<file path="src/rtl/i2ctb_pkg.sv">
// Shared types and constants of the I2C target byte buffer engine.
// Used by the controller, the datapath, the select decode and the top level.
`default_nettype none

package i2ctb_pkg;

    localparam int RX_DEPTH   = 16;
    localparam int TX_DEPTH   = 16;
    localparam int IDX_W      = 4;     // store and message index width
    localparam int CNT_W      = 5;     // counts reaching the store depth
    localparam int APB_ADDR_W = 3;
    localparam int APB_DATA_W = 32;

    localparam logic [7:0] NO_BYTE = 8'hFF;

    localparam logic MODE_BUS  = 1'b0;
    localparam logic MODE_HOST = 1'b1;

    localparam logic KIND_RESP = 1'b0;
    localparam logic KIND_MSG  = 1'b1;

    // register select bit of paddr (registers at byte 0 and 4)
    localparam logic REG_ENABLED   = 1'b0;
    localparam logic REG_TX_LENGTH = 1'b1;

    typedef enum logic [2:0] {
        EV_READ_START  = 3'd0,
        EV_READ_ACK    = 3'd1,
        EV_READ_NACK   = 3'd2,
        EV_WRITE_START = 3'd3,
        EV_WRITE_BYTE  = 3'd4,
        EV_STOP        = 3'd5,
        EV_ERROR       = 3'd6,
        EV_UNKNOWN     = 3'd7
    } event_t;

    // controller -> datapath
    typedef struct packed {
        logic in_ready;
        logic accept;
        logic load_msg;
        logic load_resp;
    } cmd_t;

    // datapath -> controller
    typedef struct packed {
        logic has_result;   // incoming item is a bus event while enabled
        logic stop_msgs;    // incoming item is a stop with stored bytes
        logic msg_last;     // message byte being loaded is the final one
        logic out_free;     // output register can take a new result
    } status_t;

endpackage

`default_nettype wire

</file>
<file path="src/rtl/i2ctb_item_if.sv">
// Input channel: one bus event or one host write to the transmit store.
// Depends on nothing else.
`default_nettype none

interface i2ctb_item_if;
    logic       valid;
    logic       ready;
    logic       mode;
    logic [2:0] event_code;
    logic [7:0] rx_byte;
    logic [3:0] store_index;
    logic [7:0] store_data;

    modport source (output valid, mode, event_code, rx_byte, store_index, store_data,
                    input ready);
    modport sink   (input valid, mode, event_code, rx_byte, store_index, store_data,
                    output ready);
endinterface

`default_nettype wire

</file>
<file path="src/rtl/i2ctb_result_if.sv">
// Output channel: one bus response or one delivered message byte.
// Depends on nothing else.
`default_nettype none

interface i2ctb_result_if;
    logic       valid;
    logic       ready;
    logic       result_kind;
    logic [7:0] tx_byte;
    logic       ack_enable;
    logic       send_stop;
    logic       busy_res;
    logic [7:0] msg_byte;
    logic [3:0] msg_index;
    logic [4:0] msg_length;
    logic       last;

    modport source (output valid, result_kind, tx_byte, ack_enable, send_stop, busy_res,
                           msg_byte, msg_index, msg_length, last,
                    input ready);
    modport sink   (input valid, result_kind, tx_byte, ack_enable, send_stop, busy_res,
                          msg_byte, msg_index, msg_length, last,
                    output ready);
endinterface

`default_nettype wire

</file>
<file path="src/rtl/i2ctb_ctrl.sv">
// Sequencing FSM: accepts items, then loads message bytes and the bus response.
// Depends on i2ctb_pkg.
`default_nettype none

module i2ctb_ctrl (
    input  wire logic            clk,
    input  wire logic            rst_n,
    input  wire logic            item_valid,
    input  wire i2ctb_pkg::status_t status,
    output i2ctb_pkg::cmd_t      cmd
);

    typedef enum logic [1:0] {
        ST_IDLE,
        ST_MSG,
        ST_RESP
    } state_t;

    state_t state_reg;
    state_t state_next;

    always_comb
    begin
        state_next = state_reg;
        cmd        = '0;
        unique case (state_reg)
            ST_IDLE:
            begin
                cmd.in_ready = 1'b1;
                cmd.accept   = item_valid;
                if (item_valid && status.has_result)
                begin
                    state_next = status.stop_msgs ? ST_MSG : ST_RESP;
                end
            end
            ST_MSG:
            begin
                if (status.out_free)
                begin
                    cmd.load_msg = 1'b1;
                    if (status.msg_last)
                    begin
                        state_next = ST_RESP;
                    end
                end
            end
            ST_RESP:
            begin
                if (status.out_free)
                begin
                    cmd.load_resp = 1'b1;
                    state_next    = ST_IDLE;
                end
            end
            default:
            begin
                state_next = ST_IDLE;
            end
        endcase
    end

    always_ff @(posedge clk or negedge rst_n)
    begin
        if (!rst_n)
        begin
            state_reg <= ST_IDLE;
        end
        else
        begin
            state_reg <= state_next;
        end
    end

endmodule

`default_nettype wire

</file>
<file path="src/rtl/i2ctb_dpath.sv">
// Datapath: config registers, transmit/receive stores, counters, output register.
// Depends on i2ctb_pkg and i2ctb_top_note; driven by i2ctb_ctrl commands.
`default_nettype none

module i2ctb_dpath (
    input  wire logic                                clk,
    input  wire logic                                rst_n,
    // config port
    input  wire logic                                psel,
    input  wire logic                                penable,
    input  wire logic                                pwrite,
    input  wire logic [i2ctb_pkg::APB_ADDR_W-1:0]    paddr,
    input  wire logic [i2ctb_pkg::APB_DATA_W-1:0]    pwdata,
    output logic      [i2ctb_pkg::APB_DATA_W-1:0]    prdata,
    // item fields
    input  wire logic                                mode,
    input  wire logic [2:0]                          event_code,
    input  wire logic [7:0]                          rx_byte,
    input  wire logic [3:0]                          store_index,
    input  wire logic [7:0]                          store_data,
    // result register
    input  wire logic                                out_ready,
    output logic                                     out_valid,
    output logic                                     result_kind,
    output logic      [7:0]                          tx_byte,
    output logic                                     ack_enable,
    output logic                                     send_stop,
    output logic                                     busy_res,
    output logic      [7:0]                          msg_byte,
    output logic      [3:0]                          msg_index,
    output logic      [4:0]                          msg_length,
    output logic                                     last,
    // control
    input  wire i2ctb_pkg::cmd_t                     cmd,
    output i2ctb_pkg::status_t                       status
);

    localparam int IW = i2ctb_pkg::IDX_W;
    localparam int CW = i2ctb_pkg::CNT_W;

    // config
    logic          enabled_reg,   enabled_next;
    logic [CW-1:0] tx_length_reg, tx_length_next;
    logic          cfg_wr;
    logic          sel_enabled;

    // engine state
    logic [CW-1:0] tx_position_reg, tx_position_next;
    logic [CW-1:0] rx_count_reg,    rx_count_next;
    logic          busy_reg,        busy_next;
    logic [IW-1:0] msg_idx_reg,     msg_idx_next;
    i2ctb_pkg::event_t ev_reg;
    logic          tx_hit_reg;

    // stores
    logic [7:0] tx_store_reg [i2ctb_pkg::TX_DEPTH];
    logic [7:0] rx_store_reg [i2ctb_pkg::RX_DEPTH];
    logic [7:0] tx_rdata_reg;
    logic [7:0] rx_rdata_reg;

    // output register
    logic       out_valid_reg, out_valid_next;
    logic       kind_reg;
    logic [7:0] tx_byte_reg;
    logic       ack_reg;
    logic       stop_reg;
    logic       busy_out_reg;
    logic [7:0] msg_byte_reg;
    logic [IW-1:0] msg_index_reg;
    logic [CW-1:0] msg_length_reg;
    logic       last_reg;

    // incoming item decode
    i2ctb_pkg::event_t ev;
    logic          bus_go;
    logic          host_wr;
    logic [CW-1:0] pos_eff;
    logic [CW-1:0] tx_limit;
    logic          tx_hit;
    logic          rx_room;
    logic          rx_wr;
    logic [IW-1:0] rx_rd_addr;
    logic [IW-1:0] msg_idx_inc;

    assign ev       = i2ctb_pkg::event_t'(event_code);
    assign bus_go   = cmd.accept && (mode == i2ctb_pkg::MODE_BUS) && enabled_reg;
    assign host_wr  = cmd.accept && (mode == i2ctb_pkg::MODE_HOST);
    assign pos_eff  = (ev == i2ctb_pkg::EV_READ_START) ? '0 : tx_position_reg;
    assign tx_limit = (tx_length_reg > CW'(i2ctb_pkg::TX_DEPTH))
                      ? CW'(i2ctb_pkg::TX_DEPTH) : tx_length_reg;
    assign tx_hit   = ((ev == i2ctb_pkg::EV_READ_START) || (ev == i2ctb_pkg::EV_READ_ACK))
                      && (pos_eff < tx_limit);
    assign rx_room  = rx_count_reg < CW'(i2ctb_pkg::RX_DEPTH);
    assign rx_wr    = bus_go && (ev == i2ctb_pkg::EV_WRITE_BYTE) && rx_room;
    assign msg_idx_inc = msg_idx_reg + IW'(1);
    assign rx_rd_addr  = cmd.load_msg ? msg_idx_inc : '0;

    assign status.has_result = (mode == i2ctb_pkg::MODE_BUS) && enabled_reg;
    assign status.stop_msgs  = (ev == i2ctb_pkg::EV_STOP) && (rx_count_reg != '0);
    assign status.msg_last   = (CW'(msg_idx_reg) + CW'(1)) == rx_count_reg;
    assign status.out_free   = !out_valid_reg || out_ready;

    // config access
    assign cfg_wr = psel && penable && pwrite;

    i2ctb_top_note u_sel (
        .paddr       (paddr),
        .sel_enabled (sel_enabled)
    );

    always_comb
    begin
        unique case (paddr[2])
            i2ctb_pkg::REG_ENABLED:   prdata = i2ctb_pkg::APB_DATA_W'(enabled_reg);
            i2ctb_pkg::REG_TX_LENGTH: prdata = i2ctb_pkg::APB_DATA_W'(tx_length_reg);
            default:                  prdata = '0;
        endcase
    end

    always_comb
    begin
        enabled_next   = enabled_reg;
        tx_length_next = tx_length_reg;
        if (cfg_wr)
        begin
            unique case (paddr[2])
                i2ctb_pkg::REG_ENABLED:   enabled_next   = pwdata[0];
                i2ctb_pkg::REG_TX_LENGTH: tx_length_next = pwdata[CW-1:0];
                default:                  enabled_next   = enabled_reg;
            endcase
        end
    end

    // event state updates
    always_comb
    begin
        tx_position_next = tx_position_reg;
        rx_count_next    = rx_count_reg;
        busy_next        = busy_reg;
        if (bus_go)
        begin
            case (ev)
                i2ctb_pkg::EV_READ_START,
                i2ctb_pkg::EV_READ_ACK:
                begin
                    tx_position_next = tx_hit ? pos_eff + CW'(1) : pos_eff;
                    busy_next        = 1'b1;
                end
                i2ctb_pkg::EV_WRITE_START:
                begin
                    rx_count_next = '0;
                    busy_next     = 1'b1;
                end
                i2ctb_pkg::EV_WRITE_BYTE:
                begin
                    if (rx_room)
                    begin
                        rx_count_next = rx_count_reg + CW'(1);
                    end
                    busy_next = 1'b1;
                end
                i2ctb_pkg::EV_ERROR:
                begin
                    busy_next = busy_reg;
                end
                default:
                begin
                    busy_next = 1'b0;  // nack, stop/restart, unknown
                end
            endcase
        end
        if (cfg_wr && sel_enabled)
        begin
            busy_next = 1'b0;
        end
    end

    always_comb
    begin
        msg_idx_next = msg_idx_reg;
        if (cmd.accept)
        begin
            msg_idx_next = '0;
        end
        else if (cmd.load_msg)
        begin
            msg_idx_next = msg_idx_inc;
        end
    end

    always_comb
    begin
        out_valid_next = out_valid_reg;
        if (cmd.load_msg || cmd.load_resp)
        begin
            out_valid_next = 1'b1;
        end
        else if (out_ready)
        begin
            out_valid_next = 1'b0;
        end
    end

    always_ff @(posedge clk or negedge rst_n)
    begin
        if (!rst_n)
        begin
            enabled_reg     <= 1'b0;
            tx_length_reg   <= '0;
            tx_position_reg <= '0;
            rx_count_reg    <= '0;
            busy_reg        <= 1'b0;
            msg_idx_reg     <= '0;
            out_valid_reg   <= 1'b0;
        end
        else
        begin
            enabled_reg     <= enabled_next;
            tx_length_reg   <= tx_length_next;
            tx_position_reg <= tx_position_next;
            rx_count_reg    <= rx_count_next;
            busy_reg        <= busy_next;
            msg_idx_reg     <= msg_idx_next;
            out_valid_reg   <= out_valid_next;
        end
    end

    // item latch
    always_ff @(posedge clk)
    begin
        if (bus_go)
        begin
            ev_reg     <= ev;
            tx_hit_reg <= tx_hit;
        end
    end

    // transmit store: host writes, one registered read per accepted event
    always_ff @(posedge clk)
    begin
        if (host_wr)
        begin
            tx_store_reg[store_index] <= store_data;
        end
        if (bus_go)
        begin
            tx_rdata_reg <= tx_store_reg[pos_eff[IW-1:0]];
        end
    end

    // receive store: one write per received byte, registered read for unloading
    always_ff @(posedge clk)
    begin
        if (rx_wr)
        begin
            rx_store_reg[rx_count_reg[IW-1:0]] <= rx_byte;
        end
        if (cmd.accept || cmd.load_msg)
        begin
            rx_rdata_reg <= rx_store_reg[rx_rd_addr];
        end
    end

    // result register
    always_ff @(posedge clk)
    begin
        if (cmd.load_msg)
        begin
            kind_reg       <= i2ctb_pkg::KIND_MSG;
            tx_byte_reg    <= i2ctb_pkg::NO_BYTE;
            ack_reg        <= 1'b1;
            stop_reg       <= 1'b0;
            busy_out_reg   <= busy_reg;
            msg_byte_reg   <= rx_rdata_reg;
            msg_index_reg  <= msg_idx_reg;
            msg_length_reg <= rx_count_reg;
            last_reg       <= 1'b0;
        end
        else if (cmd.load_resp)
        begin
            kind_reg       <= i2ctb_pkg::KIND_RESP;
            tx_byte_reg    <= tx_hit_reg ? tx_rdata_reg : i2ctb_pkg::NO_BYTE;
            ack_reg        <= (ev_reg != i2ctb_pkg::EV_ERROR);
            stop_reg       <= (ev_reg == i2ctb_pkg::EV_ERROR);
            busy_out_reg   <= busy_reg;
            msg_byte_reg   <= '0;
            msg_index_reg  <= '0;
            msg_length_reg <= (ev_reg == i2ctb_pkg::EV_STOP) ? rx_count_reg : '0;
            last_reg       <= 1'b1;
        end
    end

    assign out_valid   = out_valid_reg;
    assign result_kind = kind_reg;
    assign tx_byte     = tx_byte_reg;
    assign ack_enable  = ack_reg;
    assign send_stop   = stop_reg;
    assign busy_res    = busy_out_reg;
    assign msg_byte    = msg_byte_reg;
    assign msg_index   = msg_index_reg;
    assign msg_length  = msg_length_reg;
    assign last        = last_reg;

endmodule

`default_nettype wire

</file>
<file path="src/rtl/i2ctb_top_note.sv">
// Config register select decode: flags an access to the enabled register.
// Depends on i2ctb_pkg; used by the datapath.
`default_nettype none

module i2ctb_top_note (
    input  wire logic [i2ctb_pkg::APB_ADDR_W-1:0] paddr,
    output logic                                  sel_enabled
);
    assign sel_enabled = (paddr[2] == i2ctb_pkg::REG_ENABLED);
endmodule

`default_nettype wire

</file>
<file path="src/rtl/i2c_target_byte_buffer_engine.sv">
// I2C target byte buffer engine, top level.
// Depends on i2ctb_pkg, i2ctb_item_if, i2ctb_result_if, i2ctb_ctrl, i2ctb_dpath.
`default_nettype none

// Takes decoded I2C target bus events and host writes into a 16-byte transmit
// store, one transfer at a time on the item channel. A host write (mode 1)
// lands in the transmit store in the cycle it is accepted and gives no result;
// bus events are dropped while 'enabled' is 0. Read start/ack events load the
// next transmit byte (0xff past tx_length, which is clamped to 16); write
// events fill a 16-byte receive store, saturating. A stop/restart unloads the
// n stored receive bytes as n message transfers and then one bus response.
// Timing: the item channel takes a transfer only while the sequencer is idle.
// A host write or an ignored event is done once accepted; a bus event with one
// response is accepted, then loads the result register, whose transmit byte
// comes from a registered store read; a stop with n stored bytes loads one
// message byte per cycle while the output register is free, paced by the
// single read port of the receive store, then the response. Results sit in an
// output register, so the next item is taken while the last response still
// waits downstream; a full output register stalls every load of a result.
// Config: APB write, registers at byte 0 (enabled, writing it clears busy)
// and byte 4 (tx_length); pready is tied high; write only while idle.
module i2c_target_byte_buffer_engine (
    input  wire logic                                clk,
    input  wire logic                                rst_n,
    input  wire logic                                psel,
    input  wire logic                                penable,
    input  wire logic                                pwrite,
    input  wire logic [i2ctb_pkg::APB_ADDR_W-1:0]    paddr,
    input  wire logic [i2ctb_pkg::APB_DATA_W-1:0]    pwdata,
    output logic      [i2ctb_pkg::APB_DATA_W-1:0]    prdata,
    output logic                                     pready,
    i2ctb_item_if.sink                               item,
    i2ctb_result_if.source                           result
);

    i2ctb_pkg::cmd_t    cmd;
    i2ctb_pkg::status_t status;

    assign pready     = 1'b1;
    assign item.ready = cmd.in_ready;

    i2ctb_ctrl u_ctrl (
        .clk        (clk),
        .rst_n      (rst_n),
        .item_valid (item.valid),
        .status     (status),
        .cmd        (cmd)
    );

    i2ctb_dpath u_dpath (
        .clk         (clk),
        .rst_n       (rst_n),
        .psel        (psel),
        .penable     (penable),
        .pwrite      (pwrite),
        .paddr       (paddr),
        .pwdata      (pwdata),
        .prdata      (prdata),
        .mode        (item.mode),
        .event_code  (item.event_code),
        .rx_byte     (item.rx_byte),
        .store_index (item.store_index),
        .store_data  (item.store_data),
        .out_ready   (result.ready),
        .out_valid   (result.valid),
        .result_kind (result.result_kind),
        .tx_byte     (result.tx_byte),
        .ack_enable  (result.ack_enable),
        .send_stop   (result.send_stop),
        .busy_res    (result.busy_res),
        .msg_byte    (result.msg_byte),
        .msg_index   (result.msg_index),
        .msg_length  (result.msg_length),
        .last        (result.last),
        .cmd         (cmd),
        .status      (status)
    );

endmodule

`default_nettype wire

</file>
<file path="src/flat_wrapper.sv">
// flat-port wrapper written by rule: the top's interface ports become plain ports
module i2c_target_byte_buffer_engine_flat 
  (clk, rst_n, psel, penable, pwrite, paddr, pwdata, prdata, pready, item_valid, item_mode, item_event_code, item_rx_byte, item_store_index, item_store_data, item_ready, result_valid, result_result_kind, result_tx_byte, result_ack_enable, result_send_stop, result_busy_res, result_msg_byte, result_msg_index, result_msg_length, result_last, result_ready);
  i2ctb_item_if item_i ();
  i2ctb_result_if result_i ();
  input  wire logic clk;
  input  wire logic rst_n;
  input  wire logic psel;
  input  wire logic penable;
  input  wire logic pwrite;
  input  wire logic [i2ctb_pkg::APB_ADDR_W-1:0] paddr;
  input  wire logic [i2ctb_pkg::APB_DATA_W-1:0] pwdata;
  output logic      [i2ctb_pkg::APB_DATA_W-1:0] prdata;
  output logic pready;
  input wire logic [$bits(item_i.valid)-1:0] item_valid;
  input wire logic [$bits(item_i.mode)-1:0] item_mode;
  input wire logic [$bits(item_i.event_code)-1:0] item_event_code;
  input wire logic [$bits(item_i.rx_byte)-1:0] item_rx_byte;
  input wire logic [$bits(item_i.store_index)-1:0] item_store_index;
  input wire logic [$bits(item_i.store_data)-1:0] item_store_data;
  output wire logic [$bits(item_i.ready)-1:0] item_ready;
  output wire logic [$bits(result_i.valid)-1:0] result_valid;
  output wire logic [$bits(result_i.result_kind)-1:0] result_result_kind;
  output wire logic [$bits(result_i.tx_byte)-1:0] result_tx_byte;
  output wire logic [$bits(result_i.ack_enable)-1:0] result_ack_enable;
  output wire logic [$bits(result_i.send_stop)-1:0] result_send_stop;
  output wire logic [$bits(result_i.busy_res)-1:0] result_busy_res;
  output wire logic [$bits(result_i.msg_byte)-1:0] result_msg_byte;
  output wire logic [$bits(result_i.msg_index)-1:0] result_msg_index;
  output wire logic [$bits(result_i.msg_length)-1:0] result_msg_length;
  output wire logic [$bits(result_i.last)-1:0] result_last;
  input wire logic [$bits(result_i.ready)-1:0] result_ready;
  assign item_i.valid = item_valid;
  assign item_i.mode = item_mode;
  assign item_i.event_code = item_event_code;
  assign item_i.rx_byte = item_rx_byte;
  assign item_i.store_index = item_store_index;
  assign item_i.store_data = item_store_data;
  assign item_ready = item_i.ready;
  assign result_valid = result_i.valid;
  assign result_result_kind = result_i.result_kind;
  assign result_tx_byte = result_i.tx_byte;
  assign result_ack_enable = result_i.ack_enable;
  assign result_send_stop = result_i.send_stop;
  assign result_busy_res = result_i.busy_res;
  assign result_msg_byte = result_i.msg_byte;
  assign result_msg_index = result_i.msg_index;
  assign result_msg_length = result_i.msg_length;
  assign result_last = result_i.last;
  assign result_i.ready = result_ready;
  i2c_target_byte_buffer_engine u_core (.clk(clk), .rst_n(rst_n), .psel(psel), .penable(penable), .pwrite(pwrite), .paddr(paddr), .pwdata(pwdata), .prdata(prdata), .pready(pready), .item(item_i), .result(result_i));
endmodule
</file>
<file path="config.mk">
export PLATFORM = sky130hd
export DESIGN_NAME = i2c_target_byte_buffer_engine_flat
export DESIGN_NICKNAME = d
export VERILOG_FILES = /design/src/rtl/i2ctb_pkg.sv /design/src/rtl/i2ctb_item_if.sv /design/src/rtl/i2ctb_result_if.sv /design/src/rtl/i2ctb_ctrl.sv /design/src/rtl/i2ctb_dpath.sv /design/src/rtl/i2ctb_top_note.sv /design/src/rtl/i2c_target_byte_buffer_engine.sv /design/src/flat_wrapper.sv
export SDC_FILE = /design/constraint.sdc
export NUM_CORES = 1
export LEC_CHECK = 0
export ABC_AREA = 0
export ABC_CLOCK_PERIOD_IN_PS = 2300
export CORE_MARGIN = 2
export CORE_UTILIZATION = 57
export DETAILED_ROUTE_END_ITERATION = 10
export DONT_BUFFER_PORTS = 1
export PLACE_DENSITY = 0.75
export SLEW_MARGIN = 5
export SYNTH_ARGS = -nofsm -noshare
export SYNTH_HDL_FRONTEND = slang
export SYNTH_SLANG_ARGS = --single-unit
export TNS_END_PERCENT = 50
</file>
<file path="constraint.sdc">
create_clock -name clk -period 2.3 [get_ports clk]
set_clock_uncertainty 0.1 [all_clocks]
set_input_delay 0.46 -clock clk [delete_from_list [all_inputs] [get_ports clk]]
set_output_delay 0.46 -clock clk [all_outputs]
set_load 0.02 [all_outputs]
</file>
## After elaboration in Yosys (flattened, before gate mapping)

Memories as Yosys holds them, arrays and structs flattened. A register that Yosys moved wholly into a read port is not among the register bits.
Cells that the tools add are included.

| storage, ports and cells | value |
|---|---|
| bits in registers | 58 |
| bits in latches | 0 |
| RAM bits | 256 |
| ROM bits | 0 |
| input bits | 66 |
| output and inout port bits | 65 |
| word-level logic and storage cells | 118 |
| memories kept | 2 |

Memories:

| name | depth | width | read ports | clocked after Yosys merged registers in | wr ports | line | text |
|---|---|---|---|---|---|---|---|
| u_core.u_dpath.rx_store_reg | 16 | 8 | 1 | 1 | 1 | i2ctb_dpath.sv:57 | `logic [7:0] rx_store_reg [i2ctb_pkg::RX_DEPTH];` |
| u_core.u_dpath.tx_store_reg | 16 | 8 | 1 | 1 | 1 | i2ctb_dpath.sv:56 | `logic [7:0] tx_store_reg [i2ctb_pkg::TX_DEPTH];` |

| operators by class | value |
|---|---|
| add/sub/neg operators | 4 |
| multiply operators | 0 |
| divide/modulo/power cells | 0 |
| order comparisons | 3 |
| equal/unequal tests | 17 |
| shifts and indexed selects | 0 |
| multiplexer cells | 38 |
| bitwise operators | 2 |
| reduce and logical (&&, ||, !) cells | 33 |

Operator list:

| cell | number |
|---|---|
| one-hot mux 32 bit (2 select lines) | 1 |
| two-way mux 5 bit | 7 |
| two-way mux 8 bit | 3 |
| two-way mux 4 bit | 5 |
| == test 3 bit (second input constant) | 5 |
| two-way mux 1 bit | 13 |
| logical AND 1 bit | 12 |
| two-way mux 2 bit | 6 |
| adder 5 x 1 -> 5 bit (second input constant) | 2 |
| one-hot mux 5 bit (2 select lines) | 1 |
| nonzero test 2 bit | 5 |
| AND reduction 2 bit | 4 |
| inequality test 2 x 1 -> 1 bit (second input constant) | 3 |
| inequality test 2 bit (second input constant) | 3 |
| one-hot mux 2 bit (3 select lines) | 1 |
| adder 4 x 1 -> 5 bit (second input constant) | 1 |
| == test 5 bit | 1 |
| > comparator 5 bit (second input constant) | 1 |
| less-than comparator 5 bit | 1 |
| less-than comparator 5 bit (second input constant) | 1 |
| nonzero test 5 bit | 1 |
| adder 4 x 1 -> 4 bit (second input constant) | 1 |
| logical OR 1 bit | 4 |
| AND reduction 4 bit | 1 |
| 13 further kinds | 14 |

## Depth between registers and ports, before layout

Gate-level depths: netlist of the first run.

| depth | value |
|---|---|
| depth in word-level cells | 8 |
| mapped depth | 12 |
| mapped depth without buffers | 9 |

## Modules after synthesis

Synthesis of the first run repeated with hierarchy kept, for this count alone.

| unflattened totals | value |
|---|---|
| cell total of the unflattened synthesis | 896 |
| area total of the unflattened synthesis | 13675.6 um^2 |

Modules (own cells, without submodules):

| module | times used | cells each | area an instance (um^2) |
|---|---|---|---|
| i2ctb_dpath | 1 | 879 | 13524.2 |
| i2ctb_ctrl | 1 | 14 | 136.4 |
| i2c_target_byte_buffer_engine | 1 | 2 | 11.3 |
| i2ctb_top_note | 1 | 1 | 3.8 |

## Worst setup path before layout of the first run

Ideal clock, no wire load.

| path | value |
|---|---|
| kind | input -> register |
| start point | input port item_event_code[2] |
| end point | register u_core.u_dpath.tx_position_reg[2] |
| setup time | 0.124 ns |
| data arrival time | 2.587 ns |
| data required time | 2.076 ns |
| setup slack | -0.511 ns |
| stages | 12 |
| buffers on the path | 4 |
| path through | buf_6 -> or3_4 -> buf_6 -> and2_1 -> buf_6 -> ha_1 -> a2111oi_0 -> o21ai_0 -> nor2_1 -> buf_2 -> a21oi_1 -> a211o_1 |

| on the way | value |
|---|---|
| longest elaborated chain between the ends | 5 |
| elaborated cells between the ends (all ways) | 10 |

Ends and longest elaborated chain:

| what | line | text |
|---|---|---|
| from (decl) | flat_wrapper.sv:17 | `input wire logic [$bits(item_i.event_code)-1:0] item_event_code;` |
| logical NOT 3 bit | i2ctb_dpath.sv:88, i2ctb_dpath.sv:91 |  |
| two-way mux 5 bit | i2ctb_dpath.sv:88 | `assign pos_eff = (ev == i2ctb_pkg::EV_READ_START) ? '0 : tx_position_reg;` |
| less-than comparator 5 bit | i2ctb_dpath.sv:92 | `&& (pos_eff < tx_limit);` |
| logical AND 1 bit (*) | i2ctb_dpath.sv:92 |  |
| via u_core.u_dpath.tx_hit | i2ctb_dpath.sv:79 | `logic tx_hit;` |
| two-way mux 5 bit (*) | i2ctb_dpath.sv:146 | `tx_position_next = tx_hit ? pos_eff + CW'(1) : pos_eff;` |
| to (signal assigned) | i2ctb_dpath.sv:220 | `tx_position_reg <= tx_position_next;` |
| to (decl) | i2ctb_dpath.sv:48 | `logic [CW-1:0] tx_position_reg, tx_position_next;` |

Mark *: on every way through the listed nets, which the timed path passes. The rest lies on a longest branch.
A chain may end at the register's enable or synchronous reset.

## Worst setup path after layout of the first run

| path | value |
|---|---|
| start point | register u_core.u_dpath.out_valid_reg (netlist: u_core.u_dpath.out_valid) |
| end point | register u_core.u_dpath.rx_rdata_reg[3], read port of u_core.u_dpath.rx_store_reg, data pin |

| on the way | value |
|---|---|
| longest elaborated chain between the ends | 5 |
| elaborated cells between the ends (all ways) | 6 |

Ends and longest elaborated chain:

| what | line | text |
|---|---|---|
| from (decl) | i2ctb_dpath.sv:62 | `logic out_valid_reg, out_valid_next;` |
| from (signal assigned) | i2ctb_dpath.sv:224 | `out_valid_reg <= out_valid_next;` |
| logical NOT 1 bit (*) | i2ctb_dpath.sv:101 | `assign status.out_free = !out_valid_reg \|\| out_ready;` |
| logical OR 1 bit (*) | i2ctb_dpath.sv:101 |  |
| two-way mux 1 bit (*) | i2ctb_ctrl.sv:38 | `if (status.out_free)` |
| two-way mux 1 bit (*) | i2ctb_ctrl.sv:26 | `unique case (state_reg)` |
| two-way mux 4 bit or logical OR 1 bit (tied branches) | i2ctb_dpath.sv:96, i2ctb_dpath.sv:258 |  |
| to (decl) | i2ctb_dpath.sv:59 | `logic [7:0] rx_rdata_reg;` |

Every way passes the cells marked *; elsewhere a longest branch is shown, timed or not.

==> impl_metrics.env, run 1 <==
export IMPL_status="finished, final reports clean"
export IMPL_rows=57
export IMPL_synth_distinct_cells=80
export IMPL_antenna_found_initial=3
export IMPL_r2r_start="u_core.u_dpath.out_valid"
export IMPL_whs_ns=0.0419
export IMPL_seq_area_sq_mm=0.00967
export IMPL_multiInputGateArea_sq_mm=0.00388
export IMPL_power_density_mw_per_mm2=917
export IMPL_netlist_instances=968
export IMPL_yosysWarnings=0
export IMPL_ant_nets=0
export IMPL_portBuffers=0
export IMPL_grt_max_degree=40
export IMPL_drc=0
export IMPL_cts_root_buf="clkbuf_16"
export IMPL_synthArstFlopShare_pct=7.27
export IMPL_fin_crit_sh_pct=97.6
export IMPL_drt_pass1_iterations=6
export IMPL_overflow=0
export IMPL_max_stage_delay_ns=0.46
export IMPL_die_area_sq_mm=0.0256
export IMPL_r2r_cells=7
export IMPL_worstHoldStart="item_event_code[1]"
export IMPL_place_inst=1331
export IMPL_finalHoldViolCount=0
export IMPL_syn_mean_instance_area_sq_um=14.4
export IMPL_layout_common_cells="edfxtp_1 (294), buf_4 (91), nand2_1 (88)"
export IMPL_die_y_microns=160
export IMPL_cpLargestDelayFamily="simple AND/OR/NAND/NOR gates"
export IMPL_rsz0062_at_grt="no"
export IMPL_path_cells="nor2b_1 -> buf_4 -> nor3_1 -> buf_4 -> a32oi_1 -> a22oi_1 -> nand3_1"
export IMPL_place_gp_congestion=0.866
export IMPL_cp_num_buf_inv=2
export IMPL_area_growth_syn_to_layout_pct=16.0
export IMPL_place_ws_ns=-0.268
export IMPL_wirelength_mm=30.2
export IMPL_min_path_cells=3
export IMPL_ys_flop_type="edfxtp_1"
export IMPL_fmax_ghz=0.445
export IMPL_grt_pass1_vias=8301
export IMPL_post_dp_hpwl_mm=19.8
export IMPL_critical_path_most_common_cell="buf_4"
export IMPL_r2r_end="u_core.u_dpath.rx_rdata_reg[3]"
export IMPL_fin_cells=1421
export IMPL_arrival_ns=2.39
export IMPL_htreeDepth=2
export IMPL_total_leakage_power_nw=5.68
export IMPL_r2r_slack_ns=0.06
export IMPL_drt_initial_drc_count=761
export IMPL_synth_top_area_share_pct=63.5
export IMPL_crit_path_start_kind="register"
export IMPL_slowest_stage="dfrtp_1"
export IMPL_finalNetCount=1148
export IMPL_relSlewSlack_pct=51.6
export IMPL_clock_sinks=330
export IMPL_io_pins=131
export IMPL_setup_viol=0
export IMPL_synth_area_sq_mm=0.0139
export IMPL_fillerInstances=1690
export IMPL_cts_tree="built"
export IMPL_cp_required_ns=2.45
export IMPL_final_common_cell="edfxtp_1"
export IMPL_max_vdd_ir_drop_v=0.000809
export IMPL_cts_buffer_depth=3
export IMPL_track_usage_pct=23.7
export IMPL_core_area_sq_mm=0.0241
export IMPL_vias_per_cell=5.94
export IMPL_crit_type="reg -> reg"
export IMPL_drive_above_1_share_pct=19.1
export IMPL_clk_latency_ns=0.52
export IMPL_cts_clk_slew_worst_paths_ns=0.06
export IMPL_yosys_area_top_type="edfxtp_1"
export IMPL_min_to="u_core.u_dpath.rx_count_reg[0]"
export IMPL_grt_pass1_wl_mm=46.8
export IMPL_wl_per_cell_microns=21.2
export IMPL_initial_core_util_pct=57.6
export IMPL_maxSlewViolCount=0
export IMPL_num_vias=8437
export IMPL_synth_area_top_cells="edfxtp_1 (64%), dfrtp_1 (4.3%), mux2i_1 (3.5%)"
export IMPL_period_needed_ns=2.24
export IMPL_end_kind="register"
export IMPL_die_width_microns=160
export IMPL_worst_slack_ns=0.0552
export IMPL_synth_edf_count=294
export IMPL_tightest_slew_ns=0.724
export IMPL_synth_seq_area_share_pct=69.6
export IMPL_cts_buffers_inserted=34
export IMPL_critical_path_max_fanout=12
export IMPL_cap_violations=0
export IMPL_ys_ff_latch=330
export IMPL_worst_hold_path_type="in -> reg"
through the flow:
step                TNS, ns  area [sq um]  util [%]  power (mW)
finish                    0         16100      66.8        14.8
global route              0         16100      66.8        15.3
CTS                       0         16000      66.5        14.8
detailed placement    -1.00         14700      61.1        9.61
global placement     -0.910         14700      61.1        9.54
floorplan             -4.27         14100         -        8.98
kinds of logic (layout without fill, tap and decap cells):
kind of cell / Yosys count / after routing / synth area share [%]
other: 2 / 29 / 0.0540
XOR/XNOR: 13 / 13 / 0.874
flip-flops: 330 / 330 / 69.6
AND/OR/NAND/NOR: 287 / 287 / 10.4
adder cells (fa/ha/maj): 10 / 10 / 0.900
AO/OA/AOI/OAI: 157 / 157 / 8.02
buffers and inverters: 98 / 200 / 4.20
multiplexers: 71 / 71 / 5.97
report_power, final:
part / internal, mW / switching [mW] / total [mW]
clock network: 2.91 / 2.19 / 5.10
registers: 6.94 / 0.438 / 7.38
logic: 0.898 / 1.40 / 2.30
synth_stat cells, types with 14 or more instances:
library cell / number
nand3_1: 18
edfxtp_1: 294
nor3_1: 22
inv_1: 14
a21oi_1: 27
mux2_2: 15
mux2i_1: 48
o21ai_0: 28
nand2_1: 89
nor2_1: 64
buf_4: 31
dfrtp_1: 24
clkbuf_1: 21
buf_2: 18
tightest hold or removal path, delay by kind of cell:
family,cells,cell delay (ns)
AOI/OAI and AO/OA,1,0.06
and+or+nand+nor,2,0.11
how the worst max path moves through the flow:
stage	from	to	slack, ns	depth (start not counted)
floorplan	item_event_code[1]	u_core.u_dpath.tx_position_reg[2]	-0.35	11
global placement	item_event_code[1]	u_core.u_dpath.tx_position_reg[2]	-0.22	9
detailed placement	item_event_code[1]	u_core.u_dpath.tx_position_reg[2]	-0.27	9
CTS	u_core.u_dpath.msg_idx_reg[1]	u_core.u_dpath.rx_rdata_reg[6]	0.007	6
global route	u_core.u_dpath.msg_idx_reg[1]	u_core.u_dpath.rx_rdata_reg[0]	0.01	7
finish	u_core.u_dpath.out_valid	u_core.u_dpath.rx_rdata_reg[3]	0.06	7
layout make-up:
type                            count  area share (%)
Antenna cell                        1          0.0155
Clock buffer                       43            5.62
Clock inverter                     17           0.745
Inverter                           18           0.458
Multi-Input combinational cell    566            24.1
Sequential cell                   330            60.0
Tap cell                          324            2.52
Timing Repair Buffer              122            6.54
routing by layer:
layer	vias up	GRT usage [%]	part of all wire [%]
met4	2	6.88	2.3
met1	4165	31.7	41
met5	-	0	0.036
met3	56	4.78	7.4
li1	3852	-	-
met2	362	39.9	50
timing repair:
item / in CTS / in global routing
endpoints found under the hold margin: 289 / 0
buffers inserted: 0 / 3
gates resized for setup: 0 / 16
setup endpoints to repair: 0 / 20
hold buffers: 26 / 0
Power figures use the tool's default switching activity.
==> run 2, diff against run 1 <==
==> constraint.sdc (replaced) <==
create_clock -name clk -period 2.3 [get_ports clk]
set_clock_uncertainty 0.1 [all_clocks]
set_input_delay 0 -clock clk [delete_from_list [all_inputs] [get_ports clk]]
set_output_delay 0 -clock clk [all_outputs]
set_load 0.02 [all_outputs]
==> run 2 against run 1 <==
Sequential cell count unchanged. Worst hold slack worse by 0.010 ns. Global-route usage up 0.76 points. Combinational power up 5%. First-iteration DRC count up 38%. Count of clock-buffer cells in the layout down 3. Routed wire length up 6.5%. Critical endpoint unchanged. Largest cell class unchanged.
==> impl_metrics.env, run 2 (same netlist as run 1, synthesis figures left out) <==
export IMPL_rows=57
export IMPL_die_width_microns=160
export IMPL_fin_total_pwr_mw=15.5
export IMPL_portBuffers=0
export IMPL_finalNetCount=1169
export IMPL_tightest_slew_ns=0.826
export IMPL_io_pins=131
export IMPL_power_density_mw_per_mm2=942
export IMPL_final_area_sq_mm=0.0164
export IMPL_cts_tree="built"
export IMPL_finalHoldViolCount=0
export IMPL_use_met1_pct=31.6
export IMPL_setup_viol=0
export IMPL_clk_latency_ns=0.52
export IMPL_cts_buffer_depth=3
export IMPL_drt_pass1_iterations=6
export IMPL_overflow=0
export IMPL_grt_max_degree=44
export IMPL_die_y_microns=160
export IMPL_initial_core_util_pct=57.6
export IMPL_num_vias=8768
export IMPL_use_met2_pct=42.1
export IMPL_core_area_sq_mm=0.0241
export IMPL_worst_hold_path_type="in -> reg"
export IMPL_area_growth_syn_to_layout_pct=18.3
export IMPL_fmax_ghz=0.444
export IMPL_ant_nets=0
export IMPL_total_leakage_power_nw=5.85
export IMPL_relSlewSlack_pct=44.9
export IMPL_max_vdd_ir_drop_v=0.000808
export IMPL_post_dp_hpwl_mm=19.9
export IMPL_status="finished, final reports clean"
export IMPL_grt_pass1_wl_mm=48.3
export IMPL_setup_tns_ns=0
export IMPL_cts_buffers_inserted=34
export IMPL_placed_cell_area_sq_mm=0.0146
export IMPL_drt_initial_drc_count=1048
export IMPL_period_needed_ns=2.25
export IMPL_cts_root_buf="clkbuf_16"
export IMPL_fin_crit_sh_pct=98.0
export IMPL_track_usage_pct=24.5
export IMPL_layout_common_cells="edfxtp_1 (294), nand2_1 (89), buf_4 (89)"
export IMPL_wirelength_mm=32.1
export IMPL_cts_clk_slew_worst_paths_ns=0.06
export IMPL_cap_violations=0
export IMPL_grt_pass1_vias=8634
export IMPL_die_area_sq_mm=0.0256
export IMPL_fillerInstances=1568
export IMPL_crit_path_start_kind="register"
export IMPL_rsz0062_at_grt="yes"
export IMPL_antenna_found_initial=2
export IMPL_vias_per_cell=6.08
export IMPL_critical_path_max_fanout=8
export IMPL_clock_sinks=330
export IMPL_wl_per_cell_microns=22.3
export IMPL_final_common_cell="edfxtp_1"
export IMPL_cp_required_ns=2.45
export IMPL_crit_type="reg -> reg"
export IMPL_drc=0
export IMPL_arrival_ns=2.40
export IMPL_busiest_layer="met2"
export IMPL_maxSlewViolCount=0
export IMPL_htreeDepth=2
export IMPL_r2r_slack_ns=0.05
export IMPL_end_kind="register"
export IMPL_drive_above_1_share_pct=17.9
export IMPL_place_gp_congestion=0.917
export IMPL_met3_usage_pct=4.73
## run 2: cell types whose count changed in the layout (fill, tap and decap cells not counted), moves of 3 or more
cell / before / now
a22oi_1: 3 / 7
a22oi_2: 4 / 0
bufinv_16: 1 / 6
clkbuf_1: 8 / 5
clkbuf_16: 35 / 38
dlygate4sd3_1: 25 / 43
## run 2: metrics by stage
step,std cells,utilization [%],hold WS (ns),worst slack (ns)
after global placement,1329,60.7,-0.394,0.0767
after detailed placement,1329,60.7,-0.394,0.0389
after floorplan,994,-,-0.396,-0.0513
after CTS,1433,67.5,0.00832,0.00729
after global routing,1442,68.2,0.0535,-0.0471
final,1442,68.2,0.0319,0.0468
## run 2: path summary, 6_finish.rpt
kind,start,endpoint,cells after the start
max,u_core.u_ctrl.state_reg[1],u_core.u_dpath.rx_rdata_reg[3],6
min,item_event_code[0],u_core.u_dpath.tx_position_reg[4],3
max reg2reg,u_core.u_ctrl.state_reg[1],u_core.u_dpath.rx_rdata_reg[3],6
min reg2reg,u_core.u_dpath.tx_rdata_reg[0],u_core.u_dpath.tx_byte[0],2
max in group asynchronous,rst_n,u_core.u_dpath.tx_position_reg[0],4
min in group asynchronous,rst_n,u_core.u_dpath.tx_position_reg[1],4
## run 2: worst max-delay path, cell delays in order (launching register included)
cell      delay [ns]
dfrtp_1         0.48
nand2b_1        0.28
nor3_1          0.39
buf_4           0.24
a32oi_1         0.11
a22oi_1         0.26
nand3_1         0.14
## run 2: cell type report
| type | count | area (sq um) | share of cell area, % |
|---|---|---|---|
| Inverter | 18 | 73.8 | 0.449 |
| Timing Repair Buffer | 143 | 1320 | 8.02 |
| Clock buffer | 40 | 895 | 5.44 |
| Clock inverter | 19 | 268 | 1.63 |
| Multi-Input combinational cell | 566 | 3800 | 23.1 |
| Antenna cell | 2 | 5.00 | 0.0304 |
| Sequential cell | 330 | 9670 | 58.8 |
| Tap cell | 324 | 405 | 2.47 |
## run 2: power by group
group / total [mW] / internal (mW) / switching (mW)
sequential: 7.39 / 6.94 / 0.450
combinational: 2.42 / 0.952 / 1.47
clock: 5.68 / 3.47 / 2.21
total: 15.5 / 11.4 / 4.13
## run 2: routing by layer
metal / vias up / share of wire, %
li1: 3902 / -
met1: 4301 / 39
met2: 472 / 50
met3: 93 / 7.6
met4: 0 / 3.0
met5: - / 0
## run 2: repair_timing
action	in CTS	in global routing
endpoints found under the setup margin	0	22
hold endpoints to repair	438	2
setup buffers	0	2
gates resized for setup	0	15
hold buffers	45	2
==> run 3, diff against run 2 <==
--- a/config.mk
+++ b/config.mk
@@ -6,12 +6,12 @@
 export NUM_CORES = 1
 export LEC_CHECK = 0
 export ABC_AREA = 0
-export ABC_CLOCK_PERIOD_IN_PS = 2300
+export ABC_CLOCK_PERIOD_IN_PS = 2100
 export CORE_MARGIN = 2
-export CORE_UTILIZATION = 57
+export CORE_UTILIZATION = 63
 export DETAILED_ROUTE_END_ITERATION = 10
 export DONT_BUFFER_PORTS = 1
-export PLACE_DENSITY = 0.75
+export PLACE_DENSITY = 0.79
 export SLEW_MARGIN = 5
 export SYNTH_ARGS = -nofsm -noshare
 export SYNTH_HDL_FRONTEND = slang
==> constraint.sdc (replaced) <==
create_clock -name clk -period 2.1 [get_ports clk]
set_clock_uncertainty 0.1 [all_clocks]
set_input_delay 0 -clock clk [delete_from_list [all_inputs] [get_ports clk]]
set_output_delay 0 -clock clk [all_outputs]
set_load 0.02 [all_outputs]
==> run 3 against run 2 <==
The flow now finishes with violations (hold timing, setup timing). Routed wire length is 5.3% higher. Largest power group unchanged. Sequential cell count stayed put. Critical endpoint is now u_core.u_dpath.rx_rdata_reg[4]. Count of clock-buffer cells in the layout grew 2. Combinational power is 17% higher. Critical path depth unchanged. Sequential power increased by 9.2%. Core utilization up 8.1 points.
==> impl_metrics.env, run 3 (same netlist as run 1, synthesis figures left out) <==
export IMPL_io_pins=131
export IMPL_fmax_ghz=0.471
export IMPL_htreeDepth=2
export IMPL_drc=0
export IMPL_drt_initial_drc_count=1120
export IMPL_rows=54
export IMPL_crit_path_start_kind="register"
export IMPL_antenna_found_initial=1
export IMPL_cp_required_ns=2.25
export IMPL_layout_common_cells="edfxtp_1 (294), buf_4 (92), nand2_1 (84)"
export IMPL_placed_cell_area_sq_mm=0.0147
export IMPL_max_vdd_ir_drop_v=0.000782
export IMPL_critical_path_max_fanout=12
export IMPL_die_area_sq_mm=0.0233
export IMPL_cts_buffer_depth=3
export IMPL_min_path_cells=4
export IMPL_finalHoldViolCount=1
export IMPL_violations="hold timing, setup timing"
export IMPL_track_usage_pct=28.5
export IMPL_antenna_cells=0
export IMPL_grt_pass1_vias=8710
export IMPL_grt_max_degree=29
export IMPL_arrival_ns=2.28
export IMPL_relSlewSlack_pct=49.4
export IMPL_grt_pass1_wl_mm=51.0
export IMPL_path_cells="nor2b_4 -> nand3_2 -> buf_12 -> or3_1 -> a32o_1 -> a211o_1"
export IMPL_rsz0062_at_grt="yes"
export IMPL_power_density_mw_per_mm2=1020
export IMPL_slowest_stage="dfrtp_2"
export IMPL_die_width_microns=153
export IMPL_worst_hold_path_type="in -> reg"
export IMPL_wirelength_mm=33.8
export IMPL_finalNetCount=1180
export IMPL_final_common_cell="edfxtp_1"
export IMPL_cts_root_buf="clkbuf_16"
export IMPL_cts_buffers_inserted=34
export IMPL_cts_clk_slew_worst_paths_ns=0.06
export IMPL_place_gp_congestion=0.886
export IMPL_initial_core_util_pct=63.9
export IMPL_r2r_cells=6
export IMPL_cts_tree="built"
export IMPL_vias_per_cell=6.44
export IMPL_die_y_microns=153
export IMPL_fin_total_pwr_mw=17.0
export IMPL_overflow=0
export IMPL_tightest_slew_ns=0.757
export IMPL_ant_nets=0
export IMPL_num_vias=9066
export IMPL_final_util_pct=76.3
export IMPL_whs_ns=-0.00752
export IMPL_drt_pass1_iterations=6
export IMPL_worst_slack_ns=-0.0240
export IMPL_crit_type="reg -> reg"
export IMPL_status="complete, but fails checks"
export IMPL_portBuffers=0
export IMPL_cap_violations=0
export IMPL_area_growth_syn_to_layout_pct=19.5
export IMPL_clk_latency_ns=0.51
export IMPL_drive_above_1_share_pct=21.7
export IMPL_setup_viol=3
export IMPL_period_needed_ns=2.12
export IMPL_clock_sinks=330
export IMPL_setup_tns_ns=-0.0416
export IMPL_end_kind="register"
export IMPL_maxSlewViolCount=0
export IMPL_total_leakage_power_nw=5.90
export IMPL_wl_per_cell_microns=24.0
export IMPL_core_area_sq_mm=0.0218
export IMPL_post_dp_hpwl_mm=20.8
export IMPL_place_ws_ns=-0.113
export IMPL_max_stage_delay_ns=0.47
export IMPL_fin_crit_sh_pct=101
export IMPL_final_area_sq_mm=0.0166
==> run 3: changes by cell type in the layout (fill, tap and decap cells not counted), moves of 4 or more <==
cell     previous run  this run
nand2_2             1         6
nor2_1             64        60
nor2_2              1         5
nand2_1            89        84
a22oi_2             0         5
a22oi_1             7         2
buf_6               0        10
==> run 3: what timing repair did <==
action / CTS / global route
hold endpoints to repair: 441 / 16
endpoints found under the setup margin: 14 / 162
gates resized for setup: 11 / 42
hold buffers: 43 / 5
cloned: 0 / 0
pin swaps: 1 / 6
setup buffers: 0 / 2
==> run 3: report_power, final <==
part,internal (mW),switching [mW]
clock network,3.68,2.38
registers,7.60,0.462
logic,1.10,1.72
==> run 3: layout make-up <==
cell class	instances	area, sq um
clock buffer	42	945
clock inverter	18	186
fill	1193	5160
inverter	18	72.6
multi-input combinational	566	3980
sequential	330	9670
tap	280	350
timing repair buffer	154	1390
==> run 3: per-stage QoR <==
step                hold slack (ns)  instances
CTS                          -0.521       1401
global placement             -0.395       1298
finish                     -0.00752       1408
detailed placement           -0.394       1298
floorplan                    -0.396        994
global route                0.00548       1408
==> run 3: path summary, 6_finish.rpt <==
path / from / end / slack [ns]
max: u_core.u_ctrl.state_reg[1] / u_core.u_dpath.rx_rdata_reg[4] / -0.02
min: item_event_code[1] / u_core.u_dpath.tx_position_reg[0] / -0.008
max reg2reg: u_core.u_ctrl.state_reg[1] / u_core.u_dpath.rx_rdata_reg[4] / -0.02
min reg2reg: u_core.u_dpath.busy_reg / u_core.u_dpath.busy_res / 0.41
max in group asynchronous: rst_n / u_core.u_dpath.tx_position_reg[3] / 1.24
min in group asynchronous: rst_n / u_core.u_dpath.msg_idx_reg[0] / 0.49
==> run 3: metal layers <==
| layer | global-route usage [%] | vias up | wire, microns |
|---|---|---|---|
| met4 | 8.20 | 2 | 777 |
| met3 | 5.80 | 74 | 3540 |
| met5 | 0 | - | 13 |
| li1 | - | 3915 | - |
| met2 | 44.9 | 600 | 16000 |
| met1 | 41.3 | 4475 | 13500 |
==> run 3: critical path, delay by kind of cell (launching register included) <==
kind	cells	cell delay, ns
flops	1	0.47
simple gates	3	0.61
buf+inv	1	0.17
compound gates	2	0.53
